$ cat config.mk
export PLATFORM = sky130hd
export DESIGN_NAME = psbb_front
export DESIGN_NICKNAME = d
export VERILOG_FILES = /design/src/rtl/psbb_pkg.sv /design/src/rtl/psbb_front.sv
export SDC_FILE = /design/constraint.sdc
export NUM_CORES = 1
export LEC_CHECK = 0
export ABC_AREA = 1
export BUFFER_PORTS_ARGS = -buffer_cell sky130_fd_sc_hd__buf_4
export CAP_MARGIN = 5
export CORE_ASPECT_RATIO = 1.1
export CORE_MARGIN = 2
export CORE_UTILIZATION = 37
export CTS_BUF_LIST = sky130_fd_sc_hd__clkbuf_4
export DETAILED_ROUTE_END_ITERATION = 16
export SLEW_MARGIN = 10
export SYNTH_ARGS = -nofsm -noshare
export SYNTH_HDL_FRONTEND = slang
export SYNTH_SLANG_ARGS = --single-unit
export TNS_END_PERCENT = 100
$ cat constraint.sdc
create_clock -name clk_i -period 14 [get_ports clk_i]
set_input_delay 1.4 -clock clk_i [delete_from_list [all_inputs] [get_ports clk_i]]
set_output_delay 1.4 -clock clk_i [all_outputs]
set_load 0.05 [all_outputs]
$ cat src/rtl/psbb_pkg.sv
// Shared types and constants of the page shift bitmap blitter.
package psbb_pkg;

  localparam int unsigned AddrW    = 10;
  localparam int unsigned OutDepth = 4;
  localparam int unsigned OutPtrW  = 2;

  typedef enum logic [2:0] {
    CfgDestX,
    CfgDestY,
    CfgSrcWidth,
    CfgSrcPages,
    CfgBlendMode
  } cfg_idx_e;

  typedef enum logic [1:0] {
    BlendOr  = 2'd0,
    BlendClr = 2'd1,
    BlendRep = 2'd2
  } blend_e;

  typedef struct packed {
    logic [7:0] dest_x;
    logic [6:0] dest_y;
    logic [7:0] src_width;
    logic [3:0] src_pages;
    logic [1:0] blend_mode;
  } cfg_t;

  typedef struct packed {
    logic [AddrW-1:0] addr;
    logic [7:0]       value;
  } put_t;

  typedef struct packed {
    put_t op0;
    put_t op1;
    logic two;
  } pair_t;

endpackage

$ cat src/rtl/psbb_front.sv
// Front end: column/row tracking, vertical shift, clipping and address generation.
module psbb_front #(
  parameter int unsigned DISPLAY_WIDTH = 84,
  parameter int unsigned DISPLAY_PAGES = 6
) (
  input  logic                clk_i,
  input  logic                rst_ni,
  input  psbb_pkg::cfg_t      cfg_i,
  input  logic                accept_i,
  input  logic [7:0]          src_byte_i,
  input  logic                last_in_column_i,
  input  logic                first_of_image_i,
  output psbb_pkg::pair_t     pair_o,
  output logic                pair_valid_o
);

  logic [7:0] cc_q, cc_d;
  logic [3:0] rc_q, rc_d;
  logic [7:0] cy_q, cy_d;
  logic [7:0] held_q, held_d;
  logic       hv_q, hv_d;

  logic [7:0] cc, cy;
  logic [3:0] rc;
  logic       hv, active, colend, y_neg;
  logic [6:0] ny;
  logic [2:0] bo, offp;
  logic [3:0] offn;
  logic [9:0] col;
  logic [5:0] s6;
  logic       col_ok;
  logic       a_v, b_v, a_ok, b_ok;
  logic [5:0] a_pg, b_pg;
  logic [7:0] a_val, b_val, carry_n, held_n;
  logic       hv_n;
  psbb_pkg::put_t a_put, b_put;

  always_comb begin
    cc = first_of_image_i ? 8'd0 : cc_q;
    rc = first_of_image_i ? 4'd0 : rc_q;
    cy = first_of_image_i ? 8'd0 : cy_q;
    hv = first_of_image_i ? 1'b0 : hv_q;

    active = cc < cfg_i.src_width;
    colend = last_in_column_i || (({1'b0, rc} + 5'd1) >= {1'b0, cfg_i.src_pages});

    y_neg = cfg_i.dest_y[6];
    ny    = ~cfg_i.dest_y + 7'd1;
    offp  = cfg_i.dest_y[5:3];
    offn  = ny[6:3];
    bo    = y_neg ? ny[2:0] : cfg_i.dest_y[2:0];

    col = {{2{cfg_i.dest_x[7]}}, cfg_i.dest_x} + {2'b00, cc};
    s6  = {2'b00, rc};

    a_v     = 1'b0;
    b_v     = 1'b0;
    a_pg    = 6'd0;
    b_pg    = 6'd0;
    a_val   = 8'd0;
    b_val   = 8'd0;
    carry_n = cy;
    held_n  = held_q;
    hv_n    = hv;

    if (!y_neg) begin
      a_v   = 1'b1;
      a_pg  = {3'b000, offp} + s6;
      a_val = cy | (src_byte_i << bo);
      if (bo != 3'd0) begin
        carry_n = src_byte_i >> (4'd8 - {1'b0, bo});
        b_v     = colend;
        b_pg    = a_pg + 6'd1;
        b_val   = carry_n;
      end else begin
        carry_n = 8'd0;
      end
    end else if (bo == 3'd0) begin
      a_v   = 1'b1;
      a_pg  = s6 - {2'b00, offn};
      a_val = src_byte_i;
    end else begin
      a_v    = hv;
      a_pg   = s6 - 6'd1 - {2'b00, offn};
      a_val  = (held_q >> bo) | (src_byte_i << (4'd8 - {1'b0, bo}));
      held_n = src_byte_i;
      hv_n   = 1'b1;
      b_v    = colend;
      b_pg   = s6 - {2'b00, offn};
      b_val  = src_byte_i >> bo;
    end

    col_ok = !col[9] && (col[8:0] < 9'(DISPLAY_WIDTH));
    a_ok   = active && a_v && col_ok && !a_pg[5] && (a_pg[4:0] < 5'(DISPLAY_PAGES));
    b_ok   = active && b_v && col_ok && !b_pg[5] && (b_pg[4:0] < 5'(DISPLAY_PAGES));

    a_put.addr  = 10'({3'b000, col[6:0]} * 10'(DISPLAY_PAGES)) + {5'b00000, a_pg[4:0]};
    a_put.value = a_val;
    b_put.addr  = 10'({3'b000, col[6:0]} * 10'(DISPLAY_PAGES)) + {5'b00000, b_pg[4:0]};
    b_put.value = b_val;

    pair_o.op0   = a_ok ? a_put : b_put;
    pair_o.op1   = b_put;
    pair_o.two   = a_ok && b_ok;
    pair_valid_o = accept_i && (a_ok || b_ok);

    cc_d   = cc;
    rc_d   = rc;
    cy_d   = cy;
    hv_d   = hv;
    held_d = held_q;
    if (active) begin
      cy_d   = carry_n;
      held_d = held_n;
      hv_d   = hv_n;
      if (colend) begin
        cc_d = cc + 8'd1;
        rc_d = 4'd0;
        cy_d = 8'd0;
        hv_d = 1'b0;
      end else begin
        rc_d = rc + 4'd1;
      end
    end
  end

  always_ff @(posedge clk_i or negedge rst_ni) begin
    if (!rst_ni) begin
      cc_q   <= 8'd0;
      rc_q   <= 4'd0;
      cy_q   <= 8'd0;
      held_q <= 8'd0;
      hv_q   <= 1'b0;
    end else if (accept_i) begin
      cc_q   <= cc_d;
      rc_q   <= rc_d;
      cy_q   <= cy_d;
      held_q <= held_d;
      hv_q   <= hv_d;
    end
  end

endmodule

# Yosys cells after proc, flatten, opt, wreduce, memory -nomap -nowiden

Cells that the tools add are included.
Widths: inputs -> output; s select.

Output and inout port bits: 38
Word-level logic and storage cells: 84
Input bits: 42
Bits in registers: 29

$lt $le $gt $ge: 5
$mul: 1
Mux-type cells: 32
Reductions and logical operators: 19
Add/subtract/negate cells: 13
Bitwise gates (word level): 4
Shift-type cells: 5

Operators with widths:

| operator            | count |
|---|---|
| $mux 8              | 12 |
| $mux 6              | 5 |
| $add 10x5->10       | 2 |
| $mux 18             | 1 |
| $or 8x8->8          | 2 |
| $shr 8x3->8         | 2 |
| $mux 4              | 3 |
| $logic_and 1x1->1   | 11 |
| $add 8x9->10        | 1 |
| $lt 5x3->1 const B  | 2 |
| $mux 1              | 10 |
| $lt 9x7->1 const B  | 1 |
| $mul 7x2->9 const B | 1 |
| $add 8x1->8 const B | 1 |
| $lt 8x8->1          | 1 |
| $shl 8x3->8         | 1 |
| $shl 8x4->8         | 1 |
| $shr 8x4->8         | 1 |
| $add 7x1->7 const B | 1 |
| $not 7->7           | 1 |
| $add 5x1->6 const B | 1 |
| $sub 5x5->6         | 1 |
| $add 3x4->5         | 1 |
| $add 4x1->5 const B | 1 |
| other kinds (12)    | 15 |

# Logic depth before layout (Yosys ltp)

Depth in word-level cells: 12
Gate-level depth with buffers: 27

# Worst setup path after synthesis

OpenSTA, ideal clock, no wires.

Path type: input to output
From: input cfg_i[14] in the netlist's numbering
To: output pair_o[36] in the netlist's numbering
Stages on the path: 26
Path buffers: 4
Data arrival time: 6176 ps
Slack: 6424 ps
Cell sequence: inv_2 > buf_2 > buf_1 > ha_1 > inv_1 > nand2_1 > nand3_1 > nand2_1 > clkinv_1 > clkbuf_1 > ha_1 > nor2_1 > inv_1 > buf_2 > o21ai_0 > ha_1 > fa_1 > nand3_1 > and2_0 > inv_1 > nand2_1 > nor2_1 > nand2_1 > xnor2_1 > o21ai_0 > nand2_1

RTL lines:

| element            | line             | RTL |
|---|---|---|
| start: declaration | psbb_front.sv:8  | `input psbb_pkg::cfg_t cfg_i,` |
| end: declaration   | psbb_front.sv:13 | `output psbb_pkg::pair_t pair_o,` |

==> impl_results.html <==
<table>
<tr><th>Metric</th><th>Value</th></tr>
<tr><th colspan="2">Status</th></tr>
<tr><td>Outcome</td><td>completed</td></tr>
<tr><th colspan="2">CTS</th></tr>
<tr><td>Clock transition time at the flip-flop clock pins of the worst setup and hold paths</td><td>0.09 ns</td></tr>
<tr><td>Gates resized, CTS repair</td><td>0</td></tr>
<tr><td>Worst-case clock buffer depth</td><td>2</td></tr>
<tr><td>Clock network latency to the later pin of the worst-skew pair</td><td>0.33 ns</td></tr>
<tr><td>H-tree depth</td><td>2</td></tr>
<tr><td>Hold-fix buffers, CTS</td><td>0</td></tr>
<tr><td>Inserted Clock Buffers</td><td>5</td></tr>
<tr><td>CTS root buf</td><td>sky130_fd_sc_hd__clkbuf_4</td></tr>
<tr><td>Setup Buffers After CTS</td><td>0</td></tr>
<tr><td>Clk sink count</td><td>29</td></tr>
<tr><td>Clock tree from TritonCTS</td><td>built</td></tr>
<tr><th colspan="2">Power</th></tr>
<tr><td>Leakage power figure</td><td>3.28 nW</td></tr>
<tr><td>Combinational fraction of design power</td><td>0.829</td></tr>
<tr><td>Proportion of total power due to net switching</td><td>0.615</td></tr>
<tr><td>Part of the total power dissipated in sequential elements</td><td>0.116</td></tr>
<tr><td>Net switching component of the power</td><td>0.000537 W</td></tr>
<tr><td>Max VDD drop</td><td>92.3 uV</td></tr>
<tr><td>Cell-internal power</td><td>0.000336 W</td></tr>
<tr><td>Clock power frac</td><td>0.055</td></tr>
<tr><td>Power density over the cells</td><td>143 nW/um^2</td></tr>
<tr><th colspan="2">Global routing</th></tr>
<tr><td>Vias in the first global route</td><td>5522</td></tr>
<tr><td>Layer with the highest usage</td><td>met2</td></tr>
<tr><td>Total grt overflow</td><td>0</td></tr>
<tr><td>Fraction of met2 tracks used by global routing</td><td>0.391</td></tr>
<tr><td>All-layer global routing usage</td><td>0.217</td></tr>
<tr><td>Number of antenna violations at the first check in global routing</td><td>0</td></tr>
<tr><td>Pin count of the biggest net entering global routing</td><td>34</td></tr>
<tr><td>First-pass GRT wire length</td><td>27600 um</td></tr>
<tr><td>Met1 capacity usage during global routing</td><td>0.277</td></tr>
<tr><td>Met3 track demand over resource</td><td>0.0197</td></tr>
<tr><th colspan="2">Drt</th></tr>
<tr><td>Detailed-router iteration count before antenna repair</td><td>5</td></tr>
<tr><td>Overall routed net length</td><td>16700 um</td></tr>
<tr><td>Post-route antenna net violation count</td><td>0</td></tr>
<tr><td>Vias</td><td>6031</td></tr>
<tr><td>DR iter-0 viols</td><td>376</td></tr>
<tr><td>Remaining routing DRC violations</td><td>0</td></tr>
<tr><td>Post-DR wirelength/cell</td><td>14.1 um</td></tr>
<tr><td>Detail-routed via count per cell</td><td>5.11</td></tr>
<tr><th colspan="2">Setup path</th></tr>
<tr><td>Worst R2R Start</td><td>rc_q[0]</td></tr>
<tr><td>Signal arrival time at the worst endpoint</td><td>7.44 ns</td></tr>
<tr><td>Startpoint Class</td><td>input port</td></tr>
<tr><td>Startpoint of the most critical setup path</td><td>cfg_i[14]</td></tr>
<tr><td>Biggest fanout along the worst timing path</td><td>26</td></tr>
<tr><td>Crit path capture type</td><td>output port</td></tr>
<tr><td>Worst path required time</td><td>12.60 ns</td></tr>
<tr><td>Critical path class</td><td>in2out</td></tr>
<tr><th colspan="2">Die</th></tr>
<tr><td>Overall die width</td><td>119 um</td></tr>
<tr><td>Die height</td><td>130 um</td></tr>
<tr><td>Top-level I/O count</td><td>80</td></tr>
<tr><td>Core Rows</td><td>46</td></tr>
<tr><td>Initial core utilization</td><td>0.375</td></tr>
<tr><td>Floorplan die area</td><td>15400 um^2</td></tr>
<tr><td>Core outline area</td><td>14300 um^2</td></tr>
<tr><th colspan="2">Timing</th></tr>
<tr><td>Unrepaired setup endpoints after global routing</td><td>false</td></tr>
<tr><td>Final Hold Violating Endpoints</td><td>0</td></tr>
<tr><td>Max-slew violation count</td><td>0</td></tr>
<tr><td>Setup skew after layout</td><td>0.00374 ns</td></tr>
<tr><td>Sum of negative setup slack</td><td>0 ns</td></tr>
<tr><td>Hold_ws</td><td>0.488 ns</td></tr>
<tr><td>Achievable frequency</td><td>0.113 GHz</td></tr>
<tr><td>Worst slew margin</td><td>0.295</td></tr>
<tr><td>Post-route clock period utilization</td><td>0.632</td></tr>
<tr><td>Total setup violations reported at the end of the flow</td><td>0</td></tr>
<tr><td>Worst-case setup margin in the final layout</td><td>5.16 ns</td></tr>
<tr><td>Slew at the pin closest to its max-slew limit</td><td>1.05 ns</td></tr>
<tr><td>Final min period</td><td>8.84 ns</td></tr>
<tr><th colspan="2">Synth</th></tr>
<tr><td>Fraction of registers with async set/reset</td><td>1.00</td></tr>
<tr><td>Sequential element share of the synthesized area</td><td>0.136</td></tr>
<tr><td>Synthesis Warnings</td><td>0</td></tr>
<tr><td>Average cell area after synthesis</td><td>5.74 um^2</td></tr>
<tr><td>Number of synthesized flops with an enable pin</td><td>0</td></tr>
<tr><td>Area fraction of the dominant cell type after synthesis</td><td>0.210</td></tr>
<tr><td>Most common flop cell mapped by yosys</td><td>sky130_fd_sc_hd__dfrtp_1</td></tr>
<tr><td>Post-synth net total</td><td>1025</td></tr>
<tr><td>Synthesized cell area</td><td>5350 um^2</td></tr>
<tr><td>Number of instances in the synthesized netlist</td><td>932</td></tr>
<tr><td>Flop and latch count out of synthesis</td><td>29</td></tr>
<tr><td>Number of distinct standard cells referenced by the synthesized netlist</td><td>47</td></tr>
<tr><td>Synth area leaders</td><td>sky130_fd_sc_hd__nand2_1, sky130_fd_sc_hd__dfrtp_1, sky130_fd_sc_hd__ha_1</td></tr>
<tr><td>Cell taking the most area after synthesis</td><td>sky130_fd_sc_hd__nand2_1</td></tr>
<tr><th colspan="2">Worst hold path</th></tr>
<tr><td>Hold/Removal Path Class</td><td>reg2reg</td></tr>
<tr><td>Startpoint of the lowest-slack hold path</td><td>cc_q[6]</td></tr>
<tr><th colspan="2">Placed design</th></tr>
<tr><td>Final HPWL from detailed placement</td><td>13300 um</td></tr>
<tr><td>Placed cell areas</td><td>6040 um^2</td></tr>
<tr><td>Weighted congestion reported at the end of routability-driven placement</td><td>1.02</td></tr>
<tr><td>Place WS</td><td>5.23 ns</td></tr>
<tr><td>Number of buffers added on ports</td><td>77</td></tr>
<tr><th colspan="2">Final layout</th></tr>
<tr><td>Multi-input logic area</td><td>3990 um^2</td></tr>
<tr><td>Inserted Diodes</td><td>0</td></tr>
<tr><td>Cell area after layout</td><td>6090 um^2</td></tr>
<tr><td>Final layout net count</td><td>1080</td></tr>
<tr><td>Proportion of layout cells with a drive suffix above 1</td><td>0.110</td></tr>
<tr><td>Signed area change from the synthesized netlist to the final layout</td><td>13.8%</td></tr>
<tr><td>Filler cell count</td><td>1624</td></tr>
<tr><td>FF+latch area</td><td>726 um^2</td></tr>
<tr><th colspan="2">Job</th></tr>
<tr><td>Max Cap Viol</td><td>0</td></tr>
</table>
[final timing paths]
| check | end | slack [ns] | depth (start not counted) |
|---|---|---|---|
| max | pair_o[36] | 5.16 | 24 |
| min in group asynchronous | held_q[7] | 0.97 | 1 |
| min | cc_q[6] | 0.49 | 2 |
| min reg2reg | cc_q[6] | 0.49 | 2 |
| max in group asynchronous | rc_q[1] | 12.74 | 1 |
| max reg2reg | hv_q | 11.09 | 14 |
[synthesized netlist by cell type, types with 2 or more instances]
master / number
sky130_fd_sc_hd__nand2_1: 299
sky130_fd_sc_hd__inv_1: 122
sky130_fd_sc_hd__o21ai_0: 106
sky130_fd_sc_hd__nor2_1: 72
sky130_fd_sc_hd__nand3_1: 56
sky130_fd_sc_hd__ha_1: 46
sky130_fd_sc_hd__a21oi_1: 33
sky130_fd_sc_hd__dfrtp_1: 29
sky130_fd_sc_hd__xor2_1: 23
sky130_fd_sc_hd__clkbuf_1: 20
sky130_fd_sc_hd__nor3_1: 11
sky130_fd_sc_hd__o211ai_1: 11
sky130_fd_sc_hd__o22ai_1: 9
sky130_fd_sc_hd__nand2_2: 8
sky130_fd_sc_hd__inv_2: 7
sky130_fd_sc_hd__xnor2_1: 7
sky130_fd_sc_hd__nand4_1: 6
sky130_fd_sc_hd__a22o_1: 5
sky130_fd_sc_hd__a31oi_1: 5
sky130_fd_sc_hd__buf_2: 5
sky130_fd_sc_hd__fa_1: 5
sky130_fd_sc_hd__o21bai_1: 4
sky130_fd_sc_hd__buf_1: 3
sky130_fd_sc_hd__buf_6: 3
sky130_fd_sc_hd__clkinv_1: 3
sky130_fd_sc_hd__nand3b_1: 3
sky130_fd_sc_hd__a21boi_1: 2
sky130_fd_sc_hd__a21o_1: 2
sky130_fd_sc_hd__a41oi_1: 2
sky130_fd_sc_hd__and2_0: 2
sky130_fd_sc_hd__mux2_2: 2
sky130_fd_sc_hd__nand2_4: 2
sky130_fd_sc_hd__nor2_2: 2
sky130_fd_sc_hd__nor4_1: 2
sky130_fd_sc_hd__o21a_1: 2
sky130_fd_sc_hd__o221ai_1: 2
[sequential cells by signal, indices dropped and copies added (netlist names)]
register and cells:
hv_q 1, rc_q 4, held_q 8, cy_q 8, cc_q 8
[logic make-up (layout without fill, tap and decap cells)]
logic type	Yosys count	in the layout	share of synthesized area
buffers and inverters	163	219	0.120
adder cells (fa/ha/maj)	51	51	0.126
AO/OA/AOI/OAI	189	189	0.199
multiplexers	3	3	0.00608
XOR/XNOR	30	30	0.0491
flip-flops	29	29	0.136
AND/OR/NAND/NOR	467	467	0.364
[power by group through the flow]
stage | Combinational [W] | Clock (W) | Sequential, W
4_1_cts | 0.000726 | 0.0000499 | 0.000101
3_5_place_dp | 0.000723 | 0 | 0.000103
5_1_grt | 0.000790 | 0.0000540 | 0.000103
3_3_place_gp | 0.000720 | 0 | 0.000103
6_report | 0.000723 | 0.0000482 | 0.000101
2_1_floorplan | 0.000541 | 0 | 0.000101
[per-stage QoR]
| step | instances | utilization | total power [W] |
|---|---|---|---|
| 2_1_floorplan | 932 | - | 0.000643 |
| 3_3_place_gp | 1172 | 0.423 | 0.000823 |
| 3_5_place_dp | 1172 | 0.423 | 0.000826 |
| 4_1_cts | 1180 | 0.427 | 0.000877 |
| 5_1_grt | 1180 | 0.427 | 0.000947 |
| 6_report | 1180 | 0.427 | 0.000872 |
[worst max-delay path, cell delays in order]
cell                       delay, ns
sky130_fd_sc_hd__buf_4          0.20
sky130_fd_sc_hd__inv_2          0.31
sky130_fd_sc_hd__ha_1           0.25
sky130_fd_sc_hd__inv_1          0.05
sky130_fd_sc_hd__nand2_1        0.05
sky130_fd_sc_hd__nand3_1        0.07
sky130_fd_sc_hd__nand2_1        0.37
sky130_fd_sc_hd__clkinv_1       0.75
sky130_fd_sc_hd__ha_1           0.68
sky130_fd_sc_hd__nor2_1         0.77
sky130_fd_sc_hd__inv_1          0.51
sky130_fd_sc_hd__o21ai_0        0.41
sky130_fd_sc_hd__ha_1           0.25
sky130_fd_sc_hd__fa_1           0.22
sky130_fd_sc_hd__nand3_1        0.07
sky130_fd_sc_hd__and2_0         0.18
sky130_fd_sc_hd__inv_1          0.07
sky130_fd_sc_hd__nand2_1        0.08
sky130_fd_sc_hd__nor2_1         0.11
sky130_fd_sc_hd__nand2_1        0.07
sky130_fd_sc_hd__xnor2_1        0.17
sky130_fd_sc_hd__o21ai_0        0.10
sky130_fd_sc_hd__nand2_1        0.10
sky130_fd_sc_hd__buf_4          0.19
[layer usage]
layer / wire, um / vias up
li1: - / 3148
met1: 7610 / 2648
met2: 7710 / 195
met3: 826 / 40
met4: 543 / 0
met5: 0 / -
[layout by cell type, fill, tap and decap left out, types with 6 or more instances in the layout]
cell type and n:
sky130_fd_sc_hd__dfrtp_1 29, sky130_fd_sc_hd__inv_1 122, sky130_fd_sc_hd__o22ai_1 9, sky130_fd_sc_hd__ha_1 46, sky130_fd_sc_hd__o21ai_0 106, sky130_fd_sc_hd__inv_2 7
sky130_fd_sc_hd__buf_4 79, sky130_fd_sc_hd__nor2_1 72, sky130_fd_sc_hd__nand3_1 56, sky130_fd_sc_hd__o211ai_1 11, sky130_fd_sc_hd__xnor2_1 7, sky130_fd_sc_hd__nand4_1 6
sky130_fd_sc_hd__nand2_2 8, sky130_fd_sc_hd__nand2_1 299, sky130_fd_sc_hd__nor3_1 11, sky130_fd_sc_hd__a21oi_1 33, sky130_fd_sc_hd__xor2_1 23
[area by class of cell]
type                       instances  area share
timing repair buffer              79      0.0974
sequential                        29       0.119
inverter                         132      0.0814
clock inverter                     3     0.00205
multi-input combinational        740       0.654
tap                              192      0.0394
clock buffer                       5     0.00616
Note: power is estimated with default switching activity, not from simulation.
