--- src/rtl/psbb_pkg.sv ---
// Shared types and constants of the page shift bitmap blitter.
package psbb_pkg;

  localparam int unsigned AddrW    = 10;
  localparam int unsigned OutDepth = 4;
  localparam int unsigned OutPtrW  = 2;

  typedef enum logic [2:0] {
    CfgDestX,
    CfgDestY,
    CfgSrcWidth,
    CfgSrcPages,
    CfgBlendMode
  } cfg_idx_e;

  typedef enum logic [1:0] {
    BlendOr  = 2'd0,
    BlendClr = 2'd1,
    BlendRep = 2'd2
  } blend_e;

  typedef struct packed {
    logic [7:0] dest_x;
    logic [6:0] dest_y;
    logic [7:0] src_width;
    logic [3:0] src_pages;
    logic [1:0] blend_mode;
  } cfg_t;

  typedef struct packed {
    logic [AddrW-1:0] addr;
    logic [7:0]       value;
  } put_t;

  typedef struct packed {
    put_t op0;
    put_t op1;
    logic two;
  } pair_t;

endpackage

--- src/rtl/psbb_opq.sv ---
// Two-entry queue of write pairs between front end and back end.
module psbb_opq (
  input  logic            clk_i,
  input  logic            rst_ni,
  input  logic            push_i,
  input  psbb_pkg::pair_t pair_i,
  output logic            full_o,
  output logic            valid_o,
  output psbb_pkg::pair_t head_o,
  input  logic            pop_i
);

  psbb_pkg::pair_t mem_q [2];
  logic            wr_ptr_q, rd_ptr_q;
  logic [1:0]      cnt_q;

  assign full_o  = cnt_q == 2'd2;
  assign valid_o = cnt_q != 2'd0;
  assign head_o  = mem_q[rd_ptr_q];

  always_ff @(posedge clk_i) begin
    if (push_i) begin
      mem_q[wr_ptr_q] <= pair_i;
    end
  end

  always_ff @(posedge clk_i or negedge rst_ni) begin
    if (!rst_ni) begin
      wr_ptr_q <= 1'b0;
      rd_ptr_q <= 1'b0;
      cnt_q    <= 2'd0;
    end else begin
      if (push_i) begin
        wr_ptr_q <= ~wr_ptr_q;
      end
      if (pop_i) begin
        rd_ptr_q <= ~rd_ptr_q;
      end
      cnt_q <= cnt_q + 2'(push_i) - 2'(pop_i);
    end
  end

endmodule

--- config.mk ---
export PLATFORM = sky130hd
export DESIGN_NAME = psbb_opq
export DESIGN_NICKNAME = d
export VERILOG_FILES = /design/src/rtl/psbb_pkg.sv /design/src/rtl/psbb_opq.sv
export SDC_FILE = /design/constraint.sdc
export NUM_CORES = 1
export LEC_CHECK = 0
export ABC_AREA = 1
export ABC_CLOCK_PERIOD_IN_PS = 5900
export BUFFER_PORTS_ARGS = -buffer_cell sky130_fd_sc_hd__buf_4
export CORE_MARGIN = 5
export CORE_UTILIZATION = 38
export DETAILED_ROUTE_END_ITERATION = 7
export HOLD_SLACK_MARGIN = 0.12
export PLACE_DENSITY_LB_ADDON = 0.05
export SLEW_MARGIN = 40
export SYNTH_ARGS = -nofsm -noshare
export SYNTH_HDL_FRONTEND = slang
export SYNTH_SLANG_ARGS = --single-unit
--- constraint.sdc ---
create_clock -name clk_i -period 5.9 [get_ports clk_i]
set_input_delay 1.18 -clock clk_i [delete_from_list [all_inputs] [get_ports clk_i]]
set_output_delay 1.18 -clock clk_i [all_outputs]
set_load 0.02 [all_outputs]
# ---- Yosys cells after proc, flatten, opt, wreduce, memory -nomap -nowiden
# Memory sizes are Yosys's and may differ from the RTL's.
# Cells that the tools add are included.
dict set report totals {
  reg_bits 4
  latch_bits 0
  ramBits 74
  mem_bits_ro 0
  inputBits 41
  wordCells 12
  mem_count 1
}
# memory words word_bits read_ports rd_clocked_by_memory_dff wr line
set memory_table {}
lappend memory_table {mem_q 2 37 1 0 1 psbb_opq.sv:13} ;# psbb_pkg::pair_t mem_q [2];
dict set report classes {
  addsub 2
  mul 0
  div_mod_pow 0
  n_lt_le_gt_ge 0
  n_eq_ne 1
  shifts 0
  mux 2
  bitwise_logic 2
  reduce_logical 1
}
# op n
set ops {}
lappend ops {{$add 2x1->2} 1}
lappend ops {{$eq 2x2->1 const B} 1}
lappend ops {{$mux 1} 2}
lappend ops {{$not 1->1} 2}
lappend ops {{$reduce_bool 2->1} 1}
lappend ops {{$sub 2x1->2} 1}

# ---- Depth between registers and ports, before layout
# Gate-level depths: netlist of the first run.
dict set report logic_depth {
  ltp_word 2
  depth_mapped 7
}

# ---- Worst setup path before layout of the first run
# Ideal clock, no wire load.
dict set report synth_path {
  path_type {input -> register}
  start {input port push_i}
  end {memory mem_q[0][0] (netlist bit) (enable)}
  setup_ns 0.432
  t_arrival_ns 2.778
  setup_slack_ns 2.690
  stages 2
  n_path_buf 0
  cell_sequence {inv_1 > nor2_1}
}
dict set report synth_between {
  elab_chain_len 2
}
# element line
set synth_lines {}
lappend synth_lines {{start: declaration} psbb_opq.sv:5} ;# input logic push_i,
lappend synth_lines {{$mux 1} psbb_opq.sv:22} ;# if (push_i) begin
lappend synth_lines {{$mux 1 (not written as such)} psbb_opq.sv:23} ;# mem_q[wr_ptr_q] <= pair_i;
lappend synth_lines {{end: declaration} psbb_opq.sv:13}
# Every way passes these cells.

==> impl_metrics.json, run 1 <==
{
  "status": "finished, final reports clean",
  "ys_types": 13,
  "drc": 0,
  "start_util": 0.388,
  "setup_tns_ps": 0,
  "path_cells": "o21ai_0 -> buf_4",
  "core_um2": 7650,
  "clock_skew_ps": 7.11,
  "leakage_nw": 1.66,
  "critPathKind": "register to output pin",
  "clk_latency_ps": 330,
  "drtAntennaViolNets": 0,
  "via_count": 1751,
  "critPathRequiredTime_ps": 4720,
  "dieArea_um2": 9670,
  "cp_top_family": "flip-flops",
  "min_period_over_period": 0.484,
  "die_y_um": 98.3,
  "p_per_area_nw_per_um2": 485,
  "numCtsBuffers": 9,
  "dp_hpwl_um": 3320,
  "holdBufCountCts": 0,
  "pre_cts_slack_ps": 3360,
  "rows": 32,
  "syn2layout_area_growth_pct": 30.6,
  "cts_max_level": 3,
  "final_cell_mix": "buf_4 (79), edfxtp_1 (74), nand2_1 (44), inv_1 (43), o21ai_0 (24)",
  "clkTransAtPathRegs_ps": 80,
  "grt_pass1_vias": 1696,
  "synth_nets": 261,
  "grt_first_pass_wirelength_um": 8290,
  "slowest_delay_ps": 860,
  "post_cts_buffers": 0,
  "avgSynthCellArea_um2": 13.6,
  "cp-start-kind": "register",
  "port_buffers": 79,
  "relSlewSlack": 0.554,
  "whs_ps": 557,
  "crit_fanout": 75,
  "setup_viol": 0,
  "grt_antenna_before_repair": 0,
  "nets": 345,
  "firstDrtPassIters": 4,
  "diodes": 0,
  "routed_wl_um": 5150,
  "vias_per_cell": 4.28,
  "synthCells": 218,
  "dp_cells": 393,
  "syn_area_um2": 2960,
  "root_buffer": "clkbuf_8",
  "cp_num_buf_inv": 1,
  "end_kind": "output pin",
  "cts_resized": 0,
  "min_period_ps": 2850,
  "die_w_um": 98.3,
  "globalRoute.totalOverflow": 0,
  "io-pin-count": 80,
  "setup_ws_ps": 3050,
  "drt-initial-drc-count": 67,
  "final_common_cell": "buf_4",
  "worstPathArrival_ps": 1670,
  "peakVddDrop_mv": 0.163,
  "slowest_stage": "dfrtp_4",
  "yosys_register_bits": 78,
  "grt_setup_unrepaired": "false",
  "maxCapViolations": 0,
  "worstMarginPinSlew_ps": 669,
  "clockBufferDepth": 2,
  "grtUsageTotal": 0.111,
  "layout-drive-gt1-share": 0.313,
  "cts_tree": "done",
  "maxSlewViolCount": 0,
  "yosysWarnings": 0,
  "hold_viol_final": 0,
  "grt_max_degree": 76,
  "ys_seq_area_frac": 0.783,
  "cts_sinks": 78,
  "wl_per_cell_um": 12.6,
  "final_cells": 409,
  "fmax_mhz": 350,
  "gp_congestion": 0.656,
  "hold_path.class": "register to register"
}
cell type report:
class / count / area, um2
fillers: 706 / 3770
flip-flops and latches: 78 / 2330
repair buffers: 81 / 636
multi-input cells: 88 / 413
inverters: 44 / 166
clock buffers: 10 / 128
well taps: 102 / 128
clock inverters: 6 / 76.3
registers in the layout, summed over array words and instances (netlist names):
register	count
mem_q	74
rd_ptr_q	1
cnt_q	2
wr_ptr_q	1
through the flow:
step / util / power [W] / instance area [um2]
floorplan: - / 0.00121 / 2960
global placement: 0.474 / 0.00148 / 3620
detailed placement: 0.480 / 0.00150 / 3670
CTS: 0.506 / 0.00191 / 3870
global route: 0.506 / 0.00200 / 3870
finish: 0.506 / 0.00188 / 3870
cell families after synthesis:
kind of cell / share of synthesized area
buffers and inverters: 0.0798
adders and majority gates: 0.00844
and+or+nand+nor: 0.0599
DFF: 0.783
xor gates and xnor gates: 0.00591
AOI/OAI and AO/OA: 0.0625
final timing paths:
path | startpoint | end | slack [ps] | cells after the start
setup reg to reg | wr_ptr_q | mem_q[1][25] | 4370 | 2
hold reg to reg | wr_ptr_q | wr_ptr_q | 560 | 1
hold / removal | wr_ptr_q | wr_ptr_q | 560 | 1
min in group asynchronous | rst_ni | cnt_q[0] | 630 | 1
setup / recovery | rd_ptr_q | head_o[7] | 3050 | 2
max in group asynchronous | rst_ni | rd_ptr_q | 5160 | 1
routing by layer:
metal / track usage / up-vias / routed length, um / share of wire
li1: - / 890 / - / -
met1: 0.133 / 801 / 2140 / 0.42
met2: 0.176 / 55 / 2560 / 0.50
met3: 0.0421 / 5 / 397 / 0.077
met4: 0.0536 / 0 / 51 / 0.0099
met5: 0 / - / 0 / 0
report_power, final:
group | internal, W | switching (W) | total, W
clock network | 0.000234 | 0.000179 | 0.000412
registers | 0.000738 | 0.0000929 | 0.000831
logic | 0.000262 | 0.000373 | 0.000634
total | 0.00123 | 0.000644 | 0.00188
cells in the mapped netlist:
library cell | count | share of area
buf_4 | 1 | 0.0025
buf_6 | 5 | 0.019
clkbuf_1 | 2 | 0.0025
dfrtp_1 | 4 | 0.034
edfxtp_1 | 74 | 0.75
ha_1 | 2 | 0.0084
inv_1 | 44 | 0.056
nand2_1 | 44 | 0.056
nand3_1 | 1 | 0.0017
nor2_1 | 2 | 0.0025
o21ai_0 | 24 | 0.041
o21ai_1 | 13 | 0.022
xor2_1 | 2 | 0.0059
Note: power is estimated with default switching activity, not from simulation.
==> inputs of run 2 (changes only) <==
Settings changed: ABC_CLOCK_PERIOD_IN_PS 5900 to 2700.
Clock period 5.9 ns to 2.7 ns, I/O delays scaled along.
==> run 2 against run 1 <==
- sequential cell count is the same
- routed wire length shrank 2.2%
- cell count grew 0.73%
- clock-buffer cell count shrank 1
- highest routed layer unchanged
- sequential power grew 110%
==> impl_metrics.json, run 2 (synthesis gave the netlist of run 1 again) <==
{
  "clk_latency_ps": 330,
  "via_count": 1722,
  "fmax_mhz": 468,
  "reg.largest.list": "mem_q (74), cnt_q (2)",
  "min_period_ps": 2140,
  "syn2layout_area_growth_pct": 31.6,
  "relSlewSlack": 0.660,
  "largest_register_ffs": 74,
  "pre_cts_slack_ps": 851,
  "globalRoute.totalOverflow": 0,
  "setup_ws_ps": 562,
  "end_kind": "output pin",
  "numCtsBuffers": 9,
  "slowest_stage": "dfrtp_2",
  "die_w_um": 98.3,
  "critPathRequiredTime_ps": 2160,
  "vias_per_cell": 4.18,
  "drtAntennaViolNets": 0,
  "min_period_over_period": 0.792,
  "peakVddDrop_mv": 0.360,
  "cts_max_level": 3,
  "p_per_area_nw_per_um2": 1060,
  "grt_max_degree": 49,
  "grt_first_pass_wirelength_um": 8390,
  "grt_antenna_before_repair": 0,
  "start_util": 0.388,
  "die_y_um": 98.3,
  "critPathKind": "register to output pin",
  "root_buffer": "clkbuf_8",
  "grtUsageTotal": 0.112,
  "grt_pass1_vias": 1719,
  "whs_ps": 386,
  "rows": 32,
  "maxSlewViolCount": 0,
  "grt_setup_unrepaired": "false",
  "routed_wl_um": 5030,
  "hold_viol_final": 0,
  "setup_tns_ps": 0,
  "maxCapViolations": 0,
  "final_cell_mix": "buf_4 (81), edfxtp_1 (74), nand2_1 (44), inv_1 (43), o21ai_0 (24)",
  "worstPathArrival_ps": 1600,
  "dp_hpwl_um": 3540,
  "core_um2": 7650,
  "clock_skew_ps": 3.27,
  "dp_cells": 395,
  "port_buffers": 79,
  "final_common_cell": "buf_4",
  "clockBufferDepth": 2,
  "cp-start-kind": "register",
  "layout-drive-gt1-share": 0.326,
  "hold_path.class": "primary input to register",
  "worstMarginPinSlew_ps": 509,
  "nets": 348,
  "cts_sinks": 78,
  "setup_viol": 0,
  "cp_num_buf_inv": 2,
  "path_cells": "buf_12 -> nand2_1 -> o21ai_0 -> buf_4",
  "clkTransAtPathRegs_ps": 80,
  "status": "finished, final reports clean",
  "wl_per_cell_um": 12.2,
  "cp_top_family": "flip-flops",
  "firstDrtPassIters": 4,
  "diodes": 0,
  "leakage_nw": 1.67,
  "slowest_delay_ps": 640,
  "drt-initial-drc-count": 46,
  "final_util": 0.510,
  "dieArea_um2": 9670,
  "cts_tree": "done",
  "drc": 0,
  "gp_congestion": 0.679,
  "crit_fanout": 48,
  "top_register": "mem_q",
  "io-pin-count": 80,
  "final_cells": 412
}
run 2: cell count changes in the layout (fill, tap and decap cells not counted), moves of 2 or more:
cell        delta
buf_4          +2
clkinv_1       -2
buf_12         +2
clkinvlp_4     +2
run 2: cell type report:
type	instances	area, um2
Clock buffer	9	124
Sequential cell	78	2320
Fill cell	706	3750
Clock inverter	7	88.8
Tap cell	102	128
Timing Repair Buffer	84	658
Multi-Input combinational cell	88	413
Inverter	44	165
run 2: what timing repair did:
action / CTS / global route
hold buffers: 1 / 0
setup buffers: 0 / 0
endpoints found under the hold margin: 4 / 0
gates resized for setup: 0 / 0
run 2: per-layer routing:
layer	vias up	global-route usage	share of wire
met2	55	0.176	0.48
met3	9	0.0386	0.067
li1	898	-	-
met1	760	0.140	0.44
met5	-	0	0
met4	0	0.0504	0.019
run 2: through the flow:
stage	cell area (um2)	power, W
after floorplan	2960	0.00265
after global placement	3680	0.00328
after detailed placement	3680	0.00329
after CTS	3900	0.00421
after global routing	3900	0.00440
final	3900	0.00413
run 2: path summary, 6_finish.rpt:
kind | endpoint | depth (start not counted) | slack, ps | start
worst max register to register | mem_q[1][14] | 3 | 1220 | wr_ptr_q
worst max-delay path | head_o[20] | 4 | 560 | rd_ptr_q
min in group asynchronous | cnt_q[0] | 2 | 550 | rst_ni
worst min register to register | wr_ptr_q | 1 | 550 | wr_ptr_q
max in group asynchronous | rd_ptr_q | 2 | 2040 | rst_ni
worst min-delay path | mem_q[1][23] | 1 | 390 | pair_i[23]
run 2: where the power goes:
part,switching (W),total (W),internal (W)
clock,0.000399,0.000913,0.000514
combinational,0.000904,0.00150,0.000594
sequential,0.000114,0.00172,0.00161
total,0.00142,0.00413,0.00272
==> inputs of run 3 (changes only) <==
Settings changed: ABC_AREA 1 to 0, ABC_CLOCK_PERIOD_IN_PS 2700 to 1900.
Clock period 2.7 ns to 1.9 ns, I/O delays scaled along.
==> run 3 against run 2 <==
- sequential share of layout area down 0.98 points
- first-iteration DRC count down 37%
- synthesized cell count down 40%
- clock skew up 0.80 ps
- sequential power up 40%
- die area down 0.39%
- global-route usage down 0.49 points
- cell area up 1.7%
- critical path depth down 1
- sequential cell count unchanged
- non-clock buffer count up 2
- critical endpoint is now head_o[35]
- largest cell class unchanged
- largest power group unchanged
- highest routed layer unchanged
==> impl_metrics.json, run 3 <==
{
  "io-pin-count": 80,
  "core_um2": 7650,
  "maxCapViolations": 0,
  "cts_tree": "done",
  "synthTopCellsByCount": "edfxtp_1 (74), mux2_4 (20), mux2_2 (17), dfrtp_1 (4), buf_6 (3)",
  "synth_ff_type": "edfxtp_1",
  "multi_input_area_um2": 592,
  "cts_sinks": 78,
  "yosys_register_bits": 78,
  "seq_area_um2": 2320,
  "largest_register_ffs": 74,
  "slowest_stage": "dfrtp_2",
  "grtUsageTotal": 0.107,
  "root_buffer": "clkbuf_8",
  "slowest_delay_ps": 410,
  "hold_depth": 1,
  "worstPathArrival_ps": 1440,
  "p_sw_w": 0.00176,
  "die_y_um": 98.1,
  "final_cell_mix": "buf_4 (82), edfxtp_1 (74), mux2_4 (20), mux2_2 (17), clkbuf_8 (9)",
  "dieArea_um2": 9630,
  "use_met2": 0.176,
  "reg.largest.list": "mem_q (74), cnt_q (2)",
  "critPathRequiredTime_ps": 1520,
  "layout-drive-gt1-share": 0.605,
  "synth.area.top_cells": "edfxtp_1 (75%), mux2_4 (10%), mux2_2 (6.5%), dfrtp_1 (3.4%), buf_6 (1.1%)",
  "clock_skew_ps": 4.07,
  "gp_congestion": 0.703,
  "top_register": "mem_q",
  "hold_path.class": "primary input to register",
  "numCtsBuffers": 9,
  "top_usage_layer": "met2",
  "worstRegToRegCells": 2,
  "status": "finished, final reports clean",
  "fillers": 637,
  "pre_cts_slack_ps": 414,
  "intPower_w": 0.00430,
  "grt_max_degree": 21,
  "syn_area_um2": 2950,
  "grt_setup_unrepaired": "false",
  "worstMarginPinSlew_ps": 355,
  "via_count": 1453,
  "vias_per_cell": 4.40,
  "firstDrtPassIters": 3,
  "grt_first_pass_wirelength_um": 7870,
  "min_period_over_period": 0.958,
  "setup_ws_ps": 78.9,
  "final_common_cell": "buf_4",
  "worstHoldStart": "pair_i[35]",
  "end_kind": "output pin",
  "synth-edff-count": 74,
  "grt_pass1_vias": 1645,
  "timing.rr.start": "wr_ptr_q",
  "p_per_area_nw_per_um2": 1530,
  "nets": 266,
  "async_reset_ff_frac": 0.0513,
  "path_cells": "buf_12 -> mux2_2 -> buf_4",
  "cts_max_level": 3,
  "grt_antenna_before_repair": 0,
  "wl_per_cell_um": 15.2,
  "die_w_um": 98.1,
  "drtAntennaViolNets": 0,
  "switching_share": 0.290,
  "clkTransAtPathRegs_ps": 70,
  "leakage_nw": 1.58,
  "syn2layout_area_growth_pct": 34.3,
  "cp-start-kind": "register",
  "port_buffers": 79,
  "crit_path_end": "head_o[35]",
  "min_period_ps": 1820,
  "yosysWarnings": 0,
  "synth_nets": 173,
  "start_util": 0.386,
  "routed_wl_um": 5010,
  "dp_hpwl_um": 3610,
  "clk_latency_ps": 330,
  "use_met3": 0.0329,
  "hold_viol_final": 0,
  "relSlewSlack": 0.763,
  "power_frac_seq": 0.396,
  "peakVddDrop_mv": 0.714,
  "maxSlewViolCount": 0,
  "crit_fanout": 20,
  "drc": 0,
  "yosysTopAreaCell": "edfxtp_1",
  "clockBufferDepth": 2,
  "startpoint": "rd_ptr_q",
  "whs_ps": 230,
  "synthCells": 130,
  "ys_seq_area_frac": 0.787,
  "setup_viol": 0,
  "grt.met1_usage": 0.127,
  "diodes": 0,
  "r2r_slack_ps": 560,
  "synth_top_cell_area_share": 0.753,
  "avgSynthCellArea_um2": 22.7,
  "post_cts_buffers": 0,
  "p_comb_frac": 0.372,
  "power_frac_clock": 0.231,
  "drt-initial-drc-count": 29,
  "ys_types": 13,
  "rows": 32,
  "timing.rr.end": "mem_q[0][29]",
  "yosysMostFrequentCell": "edfxtp_1",
  "globalRoute.totalOverflow": 0,
  "setup_tns_ps": 0,
  "fmax_mhz": 549,
  "critPathKind": "register to output pin"
}
-- run 3: cell types whose count changed after synthesis, sizes merged --
cell    previous run  this run
or2                0         1
xor3               0         1
buf                6         4
inv               44         2
mux2               0        37
nand3              1         0
and2               0         1
o21ai             37         0
nor2b              0         2
clkbuf             2         0
nand2             44         0
nor2               2         0
-- run 3: routing by layer --
| layer | part of all wire | vias to the layer above | wire length, um |
|---|---|---|---|
| li1 | - | 694 | - |
| met4 | 0.018 | 0 | 89 |
| met1 | 0.40 | 702 | 2010 |
| met3 | 0.059 | 9 | 297 |
| met5 | 0 | - | 0 |
| met2 | 0.52 | 48 | 2620 |
-- run 3: worst max-delay path, delay by kind of cell (launching register included) --
family	cells	cell delay, ps
flip-flops	1	410
buffers and inverters	2	350
multiplexers	1	350
-- run 3: layout make-up --
cell class	count	share of cell area
flip-flops and latches	78	0.586
repair buffers	86	0.173
multi-input cells	46	0.149
clock buffers	11	0.0331
well taps	102	0.0322
clock inverters	5	0.0246
inverters	2	0.00189
-- run 3: what timing repair did --
item,4_1_cts,5_1_grt
hold endpoints to repair,4,0
resized for setup,0,0
setup endpoints to repair,0,0
hold buffers,1,0
-- run 3: kinds of logic (layout without fill, tap and decap cells) --
group | Yosys count | count (layout) | synth area share
AND/OR/NAND/NOR | 4 | 4 | 0.00848
buffers and inverters | 6 | 104 | 0.0157
flip-flops | 78 | 78 | 0.787
adder cells (fa/ha/maj) | 2 | 2 | 0.00848
multiplexers | 37 | 37 | 0.167
XOR/XNOR | 3 | 3 | 0.0140
-- run 3: power groups by stage --
| stage | Sequential (W) | Clock (W) | Combinational (W) |
|---|---|---|---|
| 6_report | 0.00240 | 0.00140 | 0.00226 |
| 4_1_cts | 0.00241 | 0.00145 | 0.00231 |
| 3_3_place_gp | 0.00242 | 0 | 0.00226 |
| 5_1_grt | 0.00243 | 0.00152 | 0.00241 |
| 2_1_floorplan | 0.00240 | 0 | 0.00146 |
| 3_5_place_dp | 0.00245 | 0 | 0.00231 |
-- run 3: worst min path at each step --
stage,endpoint
global placement,cnt_q[0]
global route,mem_q[0][35]
finish,mem_q[1][35]
detailed placement,cnt_q[1]
CTS,mem_q[0][17]
floorplan,cnt_q[0]
-- run 3: per-stage QoR --
| step | std cells | util | instance area, um2 | power, W |
|---|---|---|---|---|
| 3_3_place_gp | 313 | 0.487 | 3730 | 0.00469 |
| 5_1_grt | 330 | 0.518 | 3970 | 0.00636 |
| 3_5_place_dp | 313 | 0.487 | 3730 | 0.00476 |
| 2_1_floorplan | 130 | - | 2950 | 0.00386 |
| 4_1_cts | 330 | 0.518 | 3970 | 0.00617 |
| 6_report | 330 | 0.518 | 3970 | 0.00606 |
